[src/rtl/vdia_pkg.sv]
// Shared types and constants for the vertex deduplication index assigner.
// No dependencies; every other file but vdia_fifo imports this package.
package vdia_pkg;

    // Field widths of one corner and of one result
    localparam int FIELD_W = 15;
    localparam int KEY_W   = 3 * FIELD_W;
    localparam int VIDX_W  = 10;

    // Width of the mesh epoch tag kept with every hash table entry
    localparam int TAG_W   = 8;

    typedef enum logic {
        OP_LOOKUP = 1'b0,
        OP_CLEAR  = 1'b1
    } t_op;

    // One classified item on its way from the front to the back
    typedef struct packed {
        t_op              op;
        logic [KEY_W-1:0] key;
    } t_cmd;

    typedef enum logic [1:0] {
        ST_SWEEP,
        ST_IDLE,
        ST_CHECK
    } t_back_state;

    // Status from the back part to the top level
    typedef struct packed {
        logic sweeping;
        logic cmd_taken;
    } t_back_status;

endpackage

[src/rtl/vdia_front.sv]
// Front part: accepts corner and clear items, packs the key and computes its hash slot.
// Depends on vdia_pkg.
module vdia_front
    import vdia_pkg::*;
#(
    parameter int HT_AW = 11
) (
    input  logic               i_clk,
    input  logic               i_rst_n,
    input  logic               i_valid,
    output logic               o_ready,
    input  logic               i_func,
    input  logic [FIELD_W-1:0] i_position_index,
    input  logic [FIELD_W-1:0] i_normal_index,
    input  logic [FIELD_W-1:0] i_uv_index,
    input  logic               i_hold,
    output logic               o_cmd_valid,
    input  logic               i_cmd_ready,
    output t_cmd               o_cmd,
    output logic [HT_AW-1:0]   o_hash
);

    logic             r_valid;
    t_cmd             r_cmd;
    logic [HT_AW-1:0] r_hash;
    t_cmd             n_cmd;
    logic [HT_AW-1:0] n_hash;
    logic             accept;

    // Take a new item when not held and the stage is free or drains this cycle
    assign o_ready = !i_hold && (!r_valid || i_cmd_ready);
    assign accept  = i_valid && o_ready;

    // Classify and pack the triple
    always_comb begin
        n_cmd.op  = t_op'(i_func);
        n_cmd.key = {i_position_index, i_normal_index, i_uv_index};
    end

    // Fold the key into a table address
    always_comb begin
        n_hash = '0;
        for (int b = 0; b < KEY_W; b++) begin
            n_hash[b % HT_AW] = n_hash[b % HT_AW] ^ n_cmd.key[b];
        end
    end

    always_ff @(posedge i_clk) begin
        if (!i_rst_n) begin
            r_valid <= 1'b0;
        end else if (accept) begin
            r_valid <= 1'b1;
        end else if (i_cmd_ready) begin
            r_valid <= 1'b0;
        end
    end

    // Hold the payload until it moves on
    always_ff @(posedge i_clk) begin
        if (accept) begin
            r_cmd  <= n_cmd;
            r_hash <= n_hash;
        end
    end

    assign o_cmd_valid = r_valid;
    assign o_cmd       = r_cmd;
    assign o_hash      = r_hash;

endmodule

[config.mk]
export PLATFORM = sky130hd
export DESIGN_NAME = vdia_front
export DESIGN_NICKNAME = d
export VERILOG_FILES = /design/src/rtl/vdia_pkg.sv /design/src/rtl/vdia_front.sv
export SDC_FILE = /design/constraint.sdc
export NUM_CORES = 1
export LEC_CHECK = 0
export BUFFER_PORTS_ARGS = -buffer_cell sky130_fd_sc_hd__clkbuf_2
export CORE_MARGIN = 4
export CORE_UTILIZATION = 30
export DETAILED_ROUTE_END_ITERATION = 6
export PLACE_DENSITY = 0.64
export SETUP_SLACK_MARGIN = 0.4
export SLEW_MARGIN = 5
export SYNTH_ARGS = -nofsm -noshare
export SYNTH_HDL_FRONTEND = slang
export SYNTH_SLANG_ARGS = --single-unit
[constraint.sdc]
create_clock -name i_clk -period 3.26 [get_ports i_clk]
set_input_delay 0.163 -clock i_clk [delete_from_list [all_inputs] [get_ports i_clk]]
set_output_delay 0.163 -clock i_clk [all_outputs]
set_load 0.03 [all_outputs]
Word-level counts from Yosys, hierarchy flattened
Cells that the tools add are included.

Register bits: 58. Bits of input ports: 51. Output and inout bits: 59.

Muxes and demuxes: 2. Bitwise logic cells: 34. Reductions and logical operators: 6.

Operators by type and width (number): 1-bit XOR (34); 1-bit logical AND (2); 1-bit logical NOT (2); 1-bit 2-to-1 mux (2); 2-bit nonzero test (1); 1-bit logical OR (1).

Depth between registers and ports, before layout
Word-level depth: 5. Mapped depth: 2. Depth with buffers taken out: 2.

Worst setup path after synthesis
OpenSTA, ideal clock, no wires.

Path type: register to register. Start point: register r_valid (netlist: o_cmd_valid). End point: register r_cmd, in the netlist o_cmd[0], enable pin. Data arrival time: 2981 ps. Data required time: 2788 ps. Setup slack: -193 ps. Stages on the path, launching flop included: 3. Path buffers: 0. Clock period less this slack: 3453 ps. Cells stage by stage: dfxtp_1 > nor2b_1 > nor2_1.

Word-level cells in the longest chain between the ends: 4.

RTL lines: from (decl) (line vdia_front.sv:23) `logic r_valid;`; from (signal assigned) (line vdia_front.sv:50) `r_valid <= 1'b0;`; from (signal assigned) (line vdia_front.sv:52) `r_valid <= 1'b1;`; from (signal assigned) (line vdia_front.sv:54) `r_valid <= 1'b0;`; 1-bit logical NOT (line vdia_front.sv:31) `assign o_ready = !i_hold && (!r_valid || i_cmd_ready);`; 1-bit logical OR (line vdia_front.sv:31); 1-bit logical AND (line vdia_front.sv:31); 1-bit logical AND (line vdia_front.sv:32) `assign accept = i_valid && o_ready;`; named net accept (line vdia_front.sv:28) `logic accept;`; to (signal assigned) (line vdia_front.sv:61) `r_cmd <= n_cmd;`; to (decl) (line vdia_front.sv:24) `t_cmd r_cmd;`.

The timed path passes the listed nets, and every way through them passes these cells. A chain may end at the register's enable or synchronous reset.

Worst setup path in the final report
Start point: register r_valid (netlist: o_cmd_valid). End point: register r_hash[2] (netlist: o_hash[2]), enable pin.

Word-level cells in the longest chain between the ends: 4.

RTL lines: 1-bit logical NOT (line vdia_front.sv:31); 1-bit logical OR (line vdia_front.sv:31); 1-bit logical AND (line vdia_front.sv:31); 1-bit logical AND (line vdia_front.sv:32); named net accept (line vdia_front.sv:28); to (signal assigned) (line vdia_front.sv:62) `r_hash <= n_hash;`; to (decl) (line vdia_front.sv:25) `logic [HT_AW-1:0] r_hash;`.

The timed path passes the listed nets, and every way through them passes these cells.

==> out/metrics.cfg <==
[status]
run_status = complete, no violations

[power]
ir_drop_mv = 0.2953
p_per_area_nw_per_um2 = 650.5
total_power_w = 0.001947
p_leak_nw = 1.249

[synth]
synth_top_area_share_pct = 82.76
synthArstFlopShare_pct = 0
syn_nets = 148
syn_area_per_cell_sq_um = 21.32
synth_area_sq_um = 2068
synth_area_leaders = edfxtp_1, xnor2_1, xor2_1, xnor3_1, dfxtp_1
yosys-top-cells-count = edfxtp_1, xnor2_1, xor2_1
synth_most_common_cell = edfxtp_1
yosysSeqAreaShare_pct = 83.73
synth.distinct_cells = 9
syn_inst = 97
synth-edff-count = 57
dominantRegCellSynth = edfxtp_1
yosysTopAreaCell = edfxtp_1
yosys_warnings = 0
ys_ff_latch = 58

[worst_setup_path]
reg2reg_depth = 3
end_kind = register
cpMaxStageDelayCell = nor2_4
worst_ep_arrival_time_ns = 1.75
required_ns = 3.28
cp-start-kind = register
worstSetupPathType = reg2reg
cp_slowest_stage_delay_ns = 0.63
path_cells = nor2b_1 -> nor2_4 -> buf_12
cp_max_fo = 31

[finish]
diodes = 0
drive_above_1_share_pct = 55.61
post-route-util_pct = 45.82
fin_nets = 269
area_growth_pct = 44.71

[global_route]
grt_pass1_wl_um = 6658
antenna_found_initial = 0
met1_usage_pct = 11.44
grt_use_total_pct = 10.78
grtUsageMet3_pct = 7.769
grt_overflow = 0
grt_start_max_net_pins = 32
grt_pass1_vias = 1365
met2_usage_pct = 15.51
gr-max-usage-layer = met2

[floorplan]
initial_utilization_pct = 31.67
dieArea_sq_um = 8286
pin_count = 110
fp.coreArea_sq_um = 6531
die-height_um = 91.03
die_x_um = 91.03
num_rows = 29

[route]
drtPass1Iterations = 3
wl_per_cell_um = 14.25
vias = 1260
drt_wl_total_um = 4275
drc = 0
drt-initial-drc-count = 36
avgViaCountPerCell = 4.200
drtAntennaViolNets = 0

[timing]
drv_slew = 0
timing.setup.tns_ns = 0
min_period_over_period_pct = 53.14
setup_violations = 0
worst_pin_slew_ns = 0.7882
rsz0062_at_grt = no
final_hold_viol_count = 0
finalCriticalPeriod_ns = 1.732
relSlewSlack_pct = 47.33
setup_ws_ns = 1.528
maxClockFrequency_mhz = 577.3
hold_slack_ns = 0.01832
skew_ns = 0.002487

[min_path]
hold_path_depth = 1
hold_class = in2reg

[clock_tree]
numCtsBuffers = 9
clk_latency_ns = 0.32
hold_buffers = 0
postCtsSetupBuffers = 0
clockRootBuffer = clkbuf_8
h-tree-depth = 3
clk_pin_slew_ns = 0.06
cts_tree = yes
ctsResizeCount = 0
cts_sinks = 58
clockBufferDepth = 2

[placement]
buffer_ports.inserted = 109
place_ws_ns = 1.488
place.gp.congestion = 0.6869
hpwl_um = 3347

[run]
max_cap_violations = 0

[cell type report]
class	instances	area (sq um)
Tap cell	77	96.34
Timing Repair Buffer	110	565.5
Clock buffer	9	123.9
Sequential cell	58	1732
Fill cell	595	3538
Clock inverter	7	131.4
Multi-Input combinational cell	39	344.1
[state kept, by name, summed over array words and instances, names as in the netlist]
name         flops
o_cmd_valid      1
o_cmd           46
o_hash          11
[worst max-delay path: cells and delay by family, from the launching register on]
family / cells / cell delay, ns
AND/OR/NAND/NOR: 2 / 0.80
flip-flops: 1 / 0.32
buffers and inverters: 1 / 0.28
[power breakdown]
part | switching, W | total, W | internal (W)
sequential | 0.0000105 | 0.000881 | 0.000870
clock | 0.000267 | 0.000844 | 0.000577
combinational | 0.000140 | 0.000222 | 0.0000816
total | 0.000418 | 0.00195 | 0.00153
[worst paths after layout]
check             slack (ns)                       end                startpoint
setup / recovery        1.53       o_hash[2]$_DFFE_PP_  o_cmd_valid$_SDFFE_PN0P_
setup reg to reg        1.53       o_hash[2]$_DFFE_PP_  o_cmd_valid$_SDFFE_PN0P_
hold / removal          0.02       o_cmd[45]$_DFFE_PP_                    i_func
hold reg to reg         0.51  o_cmd_valid$_SDFFE_PN0P_  o_cmd_valid$_SDFFE_PN0P_
[placed cells by master, fill, tap and decap left out]
| master | count |
|---|---|
| nor2_4 | 1 |
| buf_12 | 1 |
| nor2b_1 | 1 |
| dfxtp_1 | 1 |
| xor2_1 | 11 |
| clkbuf_2 | 109 |
| edfxtp_1 | 57 |
| nor2_1 | 1 |
| bufinv_16 | 4 |
| xnor3_1 | 1 |
| a21boi_0 | 1 |
| clkbuf_8 | 9 |
| xnor2_1 | 21 |
| nand2b_1 | 2 |
| clkinv_1 | 3 |
[routing by layer]
layer / wire length (um) / part of all wire [%] / vias to the layer above
li1: - / - / 599
met3: 669 / 16 / 5
met2: 1917 / 45 / 86
met4: 62 / 1.5 / 0
met5: 0 / 0 / -
met1: 1626 / 38 / 570
[metrics by stage]
step | instance area [sq um] | std cells
6_report | 2993 | 300
3_5_place_dp | 2738 | 284
4_1_cts | 2993 | 300
3_3_place_gp | 2738 | 284
2_1_floorplan | 2071 | 97
5_1_grt | 2993 | 300
[cells by family (layout without fill, tap and decap cells)]
| logic type | count (synthesis) | in the layout | share of synthesized area (%) |
|---|---|---|---|
| compound gates | 1 | 1 | 0.3631 |
| xor+xnor | 33 | 33 | 14.64 |
| buf+inv | 0 | 126 | 0 |
| flops | 58 | 58 | 83.73 |
| simple gates | 5 | 5 | 1.271 |
Power figures use the tool's default switching activity.
