**config.mk**
```make
export PLATFORM = sky130hd
export DESIGN_NAME = vdia_fifo
export DESIGN_NICKNAME = d
export VERILOG_FILES = /design/src/rtl/vdia_fifo.sv
export SDC_FILE = /design/constraint.sdc
export NUM_CORES = 1
export LEC_CHECK = 0
export BUFFER_PORTS_ARGS = -buffer_cell sky130_fd_sc_hd__buf_2
export CORE_AREA = 8 8 101 103
export CTS_CLUSTER_SIZE = 20
export DETAILED_ROUTE_END_ITERATION = 12
export DIE_AREA = 0 0 109 111
export PLACE_DENSITY_LB_ADDON = 0.15
export SLEW_MARGIN = 20
export SYNTH_ARGS = -nofsm -noshare
export SYNTH_HDL_FRONTEND = slang
export SYNTH_SLANG_ARGS = --single-unit
export TNS_END_PERCENT = 1
```
**constraint.sdc**
```tcl
create_clock -name i_clk -period 3.3 [get_ports i_clk]
set_clock_uncertainty 0.1 [all_clocks]
set_input_delay 0.33 -clock i_clk [delete_from_list [all_inputs] [get_ports i_clk]]
set_output_delay 0.33 -clock i_clk [all_outputs]
set_load 0.05 [all_outputs]
```
**src/rtl/vdia_fifo.sv**
```systemverilog
// Small queue between the front and back parts; DEPTH is a power of two.
// Does not depend on vdia_pkg (no types used).
module vdia_fifo #(
    parameter int WIDTH = 57,
    parameter int DEPTH = 2
) (
    input  logic             i_clk,
    input  logic             i_rst_n,
    input  logic             i_push_valid,
    output logic             o_push_ready,
    input  logic [WIDTH-1:0] i_push_data,
    output logic             o_pop_valid,
    input  logic             i_pop_ready,
    output logic [WIDTH-1:0] o_pop_data
);

    localparam int PW = $clog2(DEPTH);
    localparam int CW = $clog2(DEPTH + 1);

    logic [WIDTH-1:0] r_mem [DEPTH];
    logic [PW-1:0]    r_wr_ptr;
    logic [PW-1:0]    r_rd_ptr;
    logic [CW-1:0]    r_fill;
    logic             push;
    logic             pop;

    assign o_push_ready = (r_fill != CW'(DEPTH));
    assign o_pop_valid  = (r_fill != '0);
    assign push         = i_push_valid && o_push_ready;
    assign pop          = o_pop_valid && i_pop_ready;
    assign o_pop_data   = r_mem[r_rd_ptr];

    // Advance pointers and fill level
    always_ff @(posedge i_clk) begin
        if (!i_rst_n) begin
            r_wr_ptr <= '0;
            r_rd_ptr <= '0;
            r_fill   <= '0;
        end else begin
            if (push) begin
                r_wr_ptr <= r_wr_ptr + 1'b1;
            end
            if (pop) begin
                r_rd_ptr <= r_rd_ptr + 1'b1;
            end
            if (push && !pop) begin
                r_fill <= r_fill + 1'b1;
            end else if (pop && !push) begin
                r_fill <= r_fill - 1'b1;
            end
        end
    end

    always_ff @(posedge i_clk) begin
        if (push) begin
            r_mem[r_wr_ptr] <= i_push_data;
        end
    end

endmodule

```
* Yosys cells after proc, flatten, opt, wreduce, memory -nomap -nowiden
Memory sizes are Yosys's and may differ from the RTL's. A register that Yosys moved wholly into a read port is not among the register bits.
Cells that the tools add are included.
** Word-level totals
- Flip-flop bits (word level) :: 4
- Memory bits (writable) :: 114
- Bits of input ports :: 61
- Memories :: 1
** Cells by class
- Add/sub/neg operators :: 4
- Equal/unequal tests :: 1
- Mux-type cells :: 6
- Reductions and logical operators :: 8
** Memories
- r_mem :: depth 2, width 57, rd ports 1, clocked after memory_dff 1, write ports 1, RTL line 20 : logic [WIDTH-1:0] r_mem [DEPTH];
** Operators by type and width (count)
- logical AND 1 bit :: 4
- 2-to-1 mux 1 bit :: 4
- 2-to-1 mux 2 bit :: 2
- nonzero test 2 bit :: 2
- adder 1 bit, second input constant :: 2
- adder 2 x 1 -> 2 bit, second input constant :: 1
- zero test 1 bit :: 2
- != test 2 bit, second input constant :: 1
- subtractor 2 x 1 -> 2 bit, second input constant :: 1

* Logic depth before layout (Yosys ltp)
Gate-level depths: netlist (run 1).
- Depth in word-level cells :: 6
- Mapped depth :: 6
- Depth with buffers taken out :: 6

* Least setup slack after synthesis (run 1)
Ideal clock, no wire load.
- Kind :: flip-flop to flip-flop
- Start :: register r_fill[0]
- End :: memory r_mem[1][0] (enable)
- Library setup time :: 0.421 ns
- Data arrival time :: 2.078 ns
- Required time :: 2.779 ns
- Path slack :: 0.701 ns
- Cell stages (with the launch flop) :: 3
- Path buffers :: 0
- Clock period less this slack :: 2.599 ns
- Cell sequence :: dfxtp_1 > nand2b_4 > and3_1
** Between the ends
- Longest elaborated chain between the ends :: 4
** Ends and longest elaborated chain
- from (decl) :: RTL line 23 : logic [CW-1:0] r_fill;
- from (signal assigned) :: RTL line 47 : r_fill <= r_fill + 1'b1;
- from (signal assigned) :: RTL line 49 : r_fill <= r_fill - 1'b1;
- != test 2 bit :: RTL line 27 : assign o_push_ready = (r_fill != CW'(DEPTH));
- named net o_push_ready :: RTL line 10 : output logic o_push_ready,
- logical AND 1 bit :: RTL line 29 : assign push = i_push_valid && o_push_ready;
- 2-to-1 mux 1 bit :: RTL line 55 : if (push) begin
- 2-to-1 mux 1 bit (not written as such) :: RTL line 56 : r_mem[r_wr_ptr] <= i_push_data;
- to (decl) :: RTL line 20
The timed path passes the listed nets, and every way through them passes these cells.

==> summary.md, run 1 <==
| Metric | Value |
|---|---|
| Fin worst setup slack | 0.6701 ns |
| Synth top area share | between 70% and 80% |
| Initial antenna violation count | 0 |
| Die Y | 111 um |
| Share of layout cells above drive strength 1 | about 53% |
| Initial DRC Count | between 90 and 100 |
| Drt drc | 0 |
| Cell Pwr Density | 880.3 mW/mm^2 |
| Worst Path Required | 2.87 ns |
| RSZ-0062 raised after global routing | no |
| Pin count of the biggest net entering global routing | 34 |
| Chip width | 109 um |
| Hold Fails Final Rpt | 0 |
| Yosys warnings | 0 |
| Vias in the first global route | approximately 2700 |
| CP Max Fanout | 31 |
| IO buf count | 119 |
| Antenna cell count | 0 |
| DRT antenna net count | 0 |
| Post-Layout Cell Count | slightly above 500 |
| Cell row count | 34 |
| Max-cap violations | 0 |
| Sequential area share after synthesis | 80.83% |
| Final setup fails | 0 |
| Die area | 0.01210 sq mm |
| DP HPWL | 5583 um |
| Final Slew Violations | 0 |
| EDFF count, synth | 114 |
| DRT Wirelength | 8694 um |
| Area of the multi-input gates | slightly below 800 sq um |
| Max stage delay cell, worst path | dfxtp_2 |
| Core Area | 0.008551 sq mm |
| Max frequency | around 380 MHz |
| Cells along the critical path | buf_12 -> mux2_2 -> buf_2 |
| Syn Inst Count | 201 |
| Met2 routed WL | 4484 um |
| Total chip power | 5.521 mW |
| Resized cells post-CTS | 0 |
| Final instance area | 0.006272 sq mm |
| Highest layer used for signal routing | met4 |
| First drt pass iteration count | 4 |
| Post-DR vias/cell | 4.802 |
| CTS tree | done |
| Post-route minimum period | ~2.6 ns |
| Vias | 2473 |
| Worst Setup Start Kind | flop |
| Top cells by count, synth | edfxtp_1, mux2_2, dfxtp_1 |
| Maximum VDD drop | around 0.73 mV |
| Dpl ws | 1.150 ns |
| Worst skew pair latency | 0.49 ns |
| Tot GR Track Use | 15.16% |
| Register area | between 0.003 and 0.004 sq mm |
| Synth Area per Inst | roughly 22 sq um |
| CTS H-tree depth | 4 |
| CP peak stage delay | 0.84 ns |
| Setup TNS | 0 ns |
| Cts bufs inserted | 17 |
| # nets final | 456 |
| Worst Hold Class | in2reg |
| Detailed route wirelength on metal3 | 648 um |
| Syn_nets | 263 |
| Clock sink count | 119 |
| Synthesized cell area | 0.004359 sq mm |
| Top-count cell post-synth | edfxtp_1 |
| Global-route wire length before repair | about 14000 um |
| Crit path buffers/inverters | 2 |
| Ys async rst share | 0% |
| Filler cell count | about 530 |
| Measured slew at the worst slew-check pin | about 0.78 ns |
| CP arrival | 2.20 ns |
| Final GP Congestion | 0.6943 |
| Number of library cell types mapped by synthesis | 21 |
| Postcts setup bufs | 0 |
| Area delta synth->final | 43.89% |
| Headroom to the max-slew limit | between 40% and 50% |
| Per-cell routed wire length | 16.88 um |
| Synth Register Bits | 119 |
| Clock Tree Root | clkbuf_8 |
| Total leakage power | 2.387 nW |
| Status | completed |
| Metal-1 WL | 3536 um |
| Crit end category | primary output |
| Period utilization | 79.69% |
| Delay-heaviest family, CP | flip-flops |
| Synth area leader | edfxtp_1 |
| Top FF cell, synth | edfxtp_1 |
| Initial Utilization | 50.98% |
| Top Ports | 120 |
| Top post-synthesis cells by area | edfxtp_1, mux2_2, dfxtp_1 |
| Crit path kind | reg2out |
| Placed cell area | approximately 0.005 sq mm |
| Total grt overflow | 0 |
| Placed cells | 425 |
| Clock buffer depth | 2 |
| Clk slew on worst S/H paths | approximately 0.050 ns |
## worst reg2reg max path, stage by stage (launching register included)
cell and delay [ns]:
dfxtp_1 0.42, nand2b_4 0.19, nand3b_1 0.12, inv_2 0.54
buf_12 0.30
## worst paths after layout
path                startpoint              to  slack [ns]  depth (start not counted)
hold reg to reg      r_fill[1]       r_fill[1]        0.47                          2
hold / removal    i_push_valid        r_wr_ptr        0.08                          3
setup / recovery          flop  o_pop_data[36]        0.67                          3
setup reg to reg     r_fill[0]     r_mem[0][9]        1.33                          4
## logic make-up after synthesis
| kind of cell | count (synthesis) | synth area share, % |
|---|---|---|
| flip-flops | 119 | 80.83 |
| multiplexers | 57 | 14.72 |
| AND/OR/NAND/NOR | 9 | 1.493 |
| buffers and inverters | 7 | 1.263 |
| AO/OA/AOI/OAI | 5 | 0.8036 |
| XOR/XNOR | 3 | 0.6029 |
| adder cells (fa/ha/maj) | 1 | 0.2870 |
## metrics by stage
step	util, %	hold slack [ns]
CTS	73.35	0.06260
detailed placement	59.66	0.4211
global route	73.35	0.06827
finish	73.35	0.07723
global placement	59.66	0.4173
floorplan	-	0.3289
## state kept, by name (all words and copies together) (netlist names), named ones only
name,flops
r_mem,114
r_fill,2
r_rd_ptr,1
r_wr_ptr,1
## metal layers
layer	GRT usage, %	vias to the layer above
met5	0	-
met4	5.205	0
met3	6.279	2
met2	24.56	87
met1	17.53	1201
li1	-	1183
## layout by cell type, fill, tap and decap left out, drive strengths merged, types with 2 or more instances in the layout
master,instances
edfxtp,114
dlygate4sd3,58
clkinvlp,4
mux2,57
xnor2,2
bufinv,3
o21ai,2
clkbuf,17
inv,4
dfxtp,5
clkinv,5
buf,122
and2,4
a21boi,2
## cell type report
cell class	count	area share (%)
Sequential cell	119	56.19
Multi-Input combinational cell	75	12.47
Tap cell	108	2.154
Clock inverter	15	2.813
Timing Repair Buffer	180	19.71
Inverter	1	0.05984
Clock buffer	17	6.603
## timing repair
action / 4_1_cts / 5_1_grt
hold buffers: 58 / 0
endpoints found under the setup margin: 0 / 0
hold endpoints to repair: 117 / 0
## report_power, final
part | internal [mW] | total [mW] | leakage [nW] | switching (mW)
logic | 0.539 | 1.74 | 1.00 | 1.20
clock network | 1.15 | 1.79 | 0.276 | 0.637
registers | 1.89 | 2.00 | 1.11 | 0.108
Note: power is estimated with default switching activity, not from simulation.
==> run 2, diff against run 1 <==
ABC_AREA = 1   (was not set)
CORE_AREA = 8 8 102 104   (was 8 8 101 103)
DIE_AREA = 0 0 110 112   (was 0 0 109 111)
clock period = 2.52 ns   (was 3.3 ns; I/O delays follow)
==> run 2 against run 1 <==
Synthesized cell count grew 6.5%. Sequential share of layout area shrank 0.61 points. Worst setup slack lost 0.40 ns. Clock power grew 19%. Combinational power grew 28%. Hold slack gained 0.035 ns. Critical path depth is the same. Critical path type unchanged. Non-clock buffer count grew 4. Register-to-register slack lost 0.60 ns. Final area grew 1.2%. Cell count grew 3.5%. Power grew 27%.
==> summary.md, run 2 <==
| Metric | Value |
|---|---|
| Status | completed |
| Synth top area share | 76.53% |
| FF-to-FF Start | r_fill[0] |
| Initial Utilization | approximately 50% |
| Headroom to the max-slew limit | about 65% |
| Die area | between 0.01 and 0.015 sq mm |
| DRT Wirelength | 8881 um |
| # nets final | 473 |
| Top cells by count, synth | edfxtp_1, mux2_4, mux2_2 |
| Antenna cell count | 0 |
| Core Area | between 0.008 and 0.009 sq mm |
| Met3 Use GR | 5.315% |
| Most frequent cells in the layout | buf_2, edfxtp_1, dlygate4sd3_1 |
| Chip width | 110 um |
| Post-route minimum period | 2.254 ns |
| Clock Tree Root | clkbuf_8 |
| Vias | ~2600 |
| Cts bufs inserted | 17 |
| Synth Area per Inst | between 20 and 25 sq um |
| Hold Fails Final Rpt | 0 |
| Top post-synthesis cells by area | edfxtp_1, mux2_4, mux2_2 |
| IO buf count | 119 |
| Dpl ws | 0.7396 ns |
| Max-cap violations | 0 |
| Cell row count | 35 |
| Number of library cell types mapped by synthesis | 15 |
| Ys async rst share | 0% |
| Final Slew Violations | 0 |
| Top FF cell, synth | edfxtp_1 |
| Synth Register Bits | 119 |
| EDFF count, synth | 114 |
| First drt pass iteration count | 4 |
| R2R depth | 5 |
| Total grt overflow | 0 |
| Capture point of the worst reg-to-reg path | r_mem[0][20] |
| DP HPWL | 5592 um |
| Worst Hold Class | in2reg |
| Pin count of the biggest net entering global routing | 39 |
| Grt met1 use | 15.39% |
| Largest regs | r_mem: 114 flops, r_fill: 2 flops |
| Per-cell routed wire length | 16.66 um |
| Initial antenna violation count | 0 |
| Tot GR Track Use | between 10 and 15% |
| Area delta synth->final | 41.87% |
| CP arrival | between 1.5 and 2 ns |
| Synthesized cell area | 0.004473 sq mm |
| Max frequency | 443.6 MHz |
| Total chip power | 6.990 mW |
| Global-route wire length before repair | 13800 um |
| Worst Setup Start Kind | flop |
| Clock sink count | approximately 120 |
| Final setup fails | 0 |
| Postcts setup bufs | 0 |
| Worst skew pair latency | 0.48 ns |
| Syn_nets | 276 |
| Clk slew on worst S/H paths | roughly 0.050 ns |
| Final GP Congestion | 0.7528 |
| Total leakage power | around 2.5 nW |
| Share of layout cells above drive strength 1 | 49.76% |
| CTS tree | done |
| Drt drc | 0 |
| Worst Setup EP | o_pop_data[52] |
| Crit end category | primary output |
| CTS H-tree depth | 4 |
| Vias in the first global route | 2860 |
| Resized cells post-CTS | 0 |
| Worst Path Required | 2.17 ns |
| FF-to-FF setup slack | 0.73 ns |
| GRT busiest layer | met2 |
| Die Y | 112 um |
| Synth area leader | edfxtp_1 |
| CP Max Fanout | 23 |
| Period utilization | 89.45% |
| Sequential area share after synthesis | 78.77% |
| DRT antenna net count | 0 |
| Crit path kind | reg2out |
| RSZ-0062 raised after global routing | no |
| Register with the most flip-flops | r_mem |
| Maximum VDD drop | 0.6822 mV |
| Max reg flops | 114 |
| Initial DRC Count | 96 |
| Fin worst setup slack | 0.2658 ns |
| # hold bufs at CTS | 58 |
| Top Ports | 120 |
| Post-DR vias/cell | roughly 4.8 |
| M2 GR Usage | 25.51% |
| Clock buffer depth | 2 |
| Cell Pwr Density | approximately 1100 mW/mm^2 |
| Final instance area | between 0.006 and 0.007 sq mm |
| Placed cell area | 0.005236 sq mm |
| Top-count cell post-synth | edfxtp_1 |
| Measured slew at the worst slew-check pin | 0.5270 ns |
| Yosys warnings | 0 |
| Commonest non-fill, non-tap cell in the layout | buf_2 |
| Syn Inst Count | 214 |
| Final hold slack | ~0.11 ns |
run 2: cell count changes after synthesis, sizes merged, moves of 2 or more:
cell,previous run,this run
a21boi,2,0
nand2,0,9
nor2,0,8
inv,1,8
and2,4,0
xnor2,2,0
run 2: how the worst min path moves through the flow:
| stage | startpoint | endpoint | slack, ns | cells after the start |
|---|---|---|---|---|
| 2_1_floorplan | i_push_data[0] | r_mem[0][0] | 0.25 | 0 |
| 3_3_place_gp | i_push_data[52] | r_mem[0][52] | 0.34 | 1 |
| 3_5_place_dp | i_push_data[17] | r_mem[0][17] | 0.34 | 1 |
| 4_1_cts | i_pop_ready | flop | 0.07 | 4 |
| 5_1_grt | i_pop_ready | flop | 0.12 | 4 |
| 6_report | i_pop_ready | flop | 0.11 | 4 |
run 2: cell type report:
class | count | area [sq um]
clock inverters | 13 | 115.1
clock buffers | 17 | 414.1
multi-input cells | 81 | 879.6
repair buffers | 184 | 1241
flip-flops and latches | 119 | 3527
well taps | 111 | 138.9
inverters | 8 | 30.03
fillers | 570 | 2544
run 2: metrics by stage:
step | utilization [%] | cells | setup TNS (ns)
after floorplan | - | 214 | -55.45
after global placement | 58.90 | 445 | 0
after detailed placement | 58.90 | 445 | 0
after CTS | 71.39 | 533 | 0
after global routing | 71.39 | 533 | 0
final | 71.39 | 533 | 0
run 2: power by group:
group	switching [mW]	internal [mW]	leakage, nW
logic	1.52	0.708	1.15
clock network	0.763	1.37	0.250
registers	0.123	2.51	1.11
total	2.41	4.58	2.51
run 2: logic make-up after synthesis:
family / Yosys count / synth area share (%)
AO/OA/AOI/OAI: 4 / 0.5035
buffers and inverters: 14 / 1.902
flip-flops: 119 / 78.77
AND/OR/NAND/NOR: 19 / 1.678
multiplexers: 57 / 16.87
adder cells (fa/ha/maj): 1 / 0.2797
run 2: critical path, cell delays in order, from the launching register on:
cell and delay, ns:
dfxtp_4 0.59, buf_4 0.27, mux2_2 0.35, buf_2 0.21
run 2: routing by layer:
| metal | vias to the layer above | wire [um] |
|---|---|---|
| li1 | 1221 | - |
| met1 | 1227 | 3490 |
| met2 | 95 | 4663 |
| met3 | 8 | 625 |
| met4 | 0 | 102 |
| met5 | - | 0 |
==> run 3, diff against run 2 <==
RECOVER_POWER = 100   (was not set)
==> run 3 against run 2 <==
Combinational power is 2% lower. Worst setup slack got worse by 0.030 ns. Sequential share of layout area is 0.79 points higher. Register-to-register slack worse by 0.36 ns. Count of clock-buffer cells in the layout unchanged. Sequential cell count stayed put. Wire length shrank 0.71%. Utilization shrank 1.0 points. Largest cell class unchanged. Cell count unchanged. Sequential power about the same. Global-route usage is the same.
==> summary.md, run 3 (synthesis results as in run 2) <==
| Metric | Value |
|---|---|
| Status | completed |
| Crit path kind | reg2out |
| Largest regs | r_mem: 114 flops, r_fill: 2 flops |
| Clock Tree Root | clkbuf_8 |
| CTS tree | done |
| Capture point of the worst reg-to-reg path | r_mem[1][35] |
| Clk slew on worst S/H paths | roughly 0.050 ns |
| Max-cap violations | 0 |
| Max frequency | 437.9 MHz |
| Global-route wire length before repair | between 10000 and 15000 um |
| Hold Fails Final Rpt | 0 |
| Vias | 2547 |
| DP HPWL | 5592 um |
| Placed cells | 445 |
| Postcts setup bufs | 0 |
| Clock buffer depth | 2 |
| DRT antenna net count | 0 |
| Delay-heaviest family, CP | flip-flops |
| FF-to-FF Start | r_fill[0] |
| CTS H-tree depth | 4 |
| Cells along the critical path | buf_4 -> mux2_2 -> clkbuf_2 |
| Core Area | 0.008890 sq mm |
| Maximum VDD drop | 0.6625 mV |
| Vias in the first global route | about 2900 |
| Area delta synth->final | 39.89% |
| Worst Hold Class | in2reg |
| Pin count of the biggest net entering global routing | 39 |
| Core Util, Final | 70.39% |
| Antenna cell count | 0 |
| Headroom to the max-slew limit | 29.70% |
| Per-cell routed wire length | between 15 and 20 um |
| Setup TNS | 0 ns |
| Dpl ws | ~0.74 ns |
| IO buf count | 119 |
| Post-route minimum period | 2.284 ns |
| Measured slew at the worst slew-check pin | 1.055 ns |
| R2R depth | 5 |
| RSZ-0062 raised after global routing | no |
| Most frequent cells in the layout | edfxtp_1, dlygate4sd3_1, clkbuf_1 |
| Cell Pwr Density | 1110 mW/mm^2 |
| Post-Layout Cell Count | 533 |
| Cell row count | 35 |
| CP Max Fanout | 23 |
| Chip width | 110 um |
| Worst Path Required | ~2.2 ns |
| Top Ports | 120 |
| FF-to-FF setup slack | roughly 0.37 ns |
| Clock sink count | 119 |
| DRT Wirelength | 8818 um |
| Worst min-delay path startpoint | i_pop_ready |
| Register with the most flip-flops | r_mem |
| # nets final | about 470 |
| Crit path buffers/inverters | 2 |
| Final GP Congestion | around 0.75 |
| Final hold slack | 0.1110 ns |
| Initial antenna violation count | 0 |
| Tot GR Track Use | 14.59% |
| Crit end category | primary output |
| Total leakage power | 2.357 nW |
| Max stage delay cell, worst path | dfxtp_4 |
| Hold depth | 4 |
| Max reg flops | 114 |
| Post-DR vias/cell | 4.779 |
| CP arrival | around 1.9 ns |
| Initial DRC Count | 91 |
| Drt drc | 0 |
| Commonest non-fill, non-tap cell in the layout | edfxtp_1 |
| Cts bufs inserted | 17 |
| Worst Setup Start Kind | flop |
| Die Y | 112 um |
| First drt pass iteration count | 4 |
| Initial Utilization | 50.32% |
| CP peak stage delay | 0.59 ns |
| Final Slew Violations | 0 |
| Final setup fails | 0 |
| Total grt overflow | 0 |
| Die area | around 0.012 sq mm |
| Fin worst setup slack | ~0.24 ns |
| Period utilization | between 90% and 100% |
| Share of layout cells above drive strength 1 | 36.02% |
| Worst skew pair latency | between 0.4 and 0.5 ns |
## run 3: changes by cell type in the layout (fill, tap and decap cells not counted), sizes merged
cell,change
clkbuf,+94
buf,-94
## run 3: tightest hold or removal path, cell delays in order
cell    delay, ns
buf_2        0.09
o21a_1       0.17
nor2_1       0.07
nor2_1       0.08
## run 3: layer usage
layer | part of all wire (%) | up-vias | global-route usage, %
li1 | - | 1222 | -
met1 | 38 | 1225 | 15.39
met2 | 53 | 94 | 25.51
met3 | 7.6 | 6 | 5.315
met4 | 1.1 | 0 | 5.495
met5 | 0 | - | 0
## run 3: final cells by class
cell class | instances | area, sq um
multi-input combinational | 81 | 872.1
tap | 111 | 138.9
fill | 611 | 2633
clock buffer | 17 | 414.1
sequential | 119 | 3527
inverter | 8 | 30.03
timing repair buffer | 184 | 1160
clock inverter | 13 | 115.1
## run 3: metrics by stage
stage	power [mW]	instance area (sq um)
2_1_floorplan	4.378	4478
3_3_place_gp	4.822	5236
3_5_place_dp	4.845	5236
4_1_cts	7.053	6346
5_1_grt	7.218	6257
6_report	6.945	6257
## run 3: worst max path at each step
stage	slack, ns	cells past startpoint	from	to
2_1_floorplan	-0.49	4	r_fill[0]	r_mem[0][0]
3_3_place_gp	0.74	3	flop	o_pop_data[42]
3_5_place_dp	0.74	3	flop	o_pop_data[46]
4_1_cts	0.21	3	flop	o_pop_data[44]
5_1_grt	0.13	3	flop	o_pop_data[54]
6_report	0.24	3	flop	o_pop_data[52]
## run 3: repair_timing
action,4_1_cts,5_1_grt
resized for setup,0,0
endpoints found under the hold margin,119,0
hold buffers,58,0
## run 3: report_power, final
part | leakage [nW] | total, mW | switching (mW) | internal, mW
Combinational | 1.00 | 2.18 | 1.53 | 0.655
Sequential | 1.11 | 2.64 | 0.124 | 2.52
Clock | 0.250 | 2.13 | 0.759 | 1.37
Total | 2.36 | 6.94 | 2.41 | 4.54
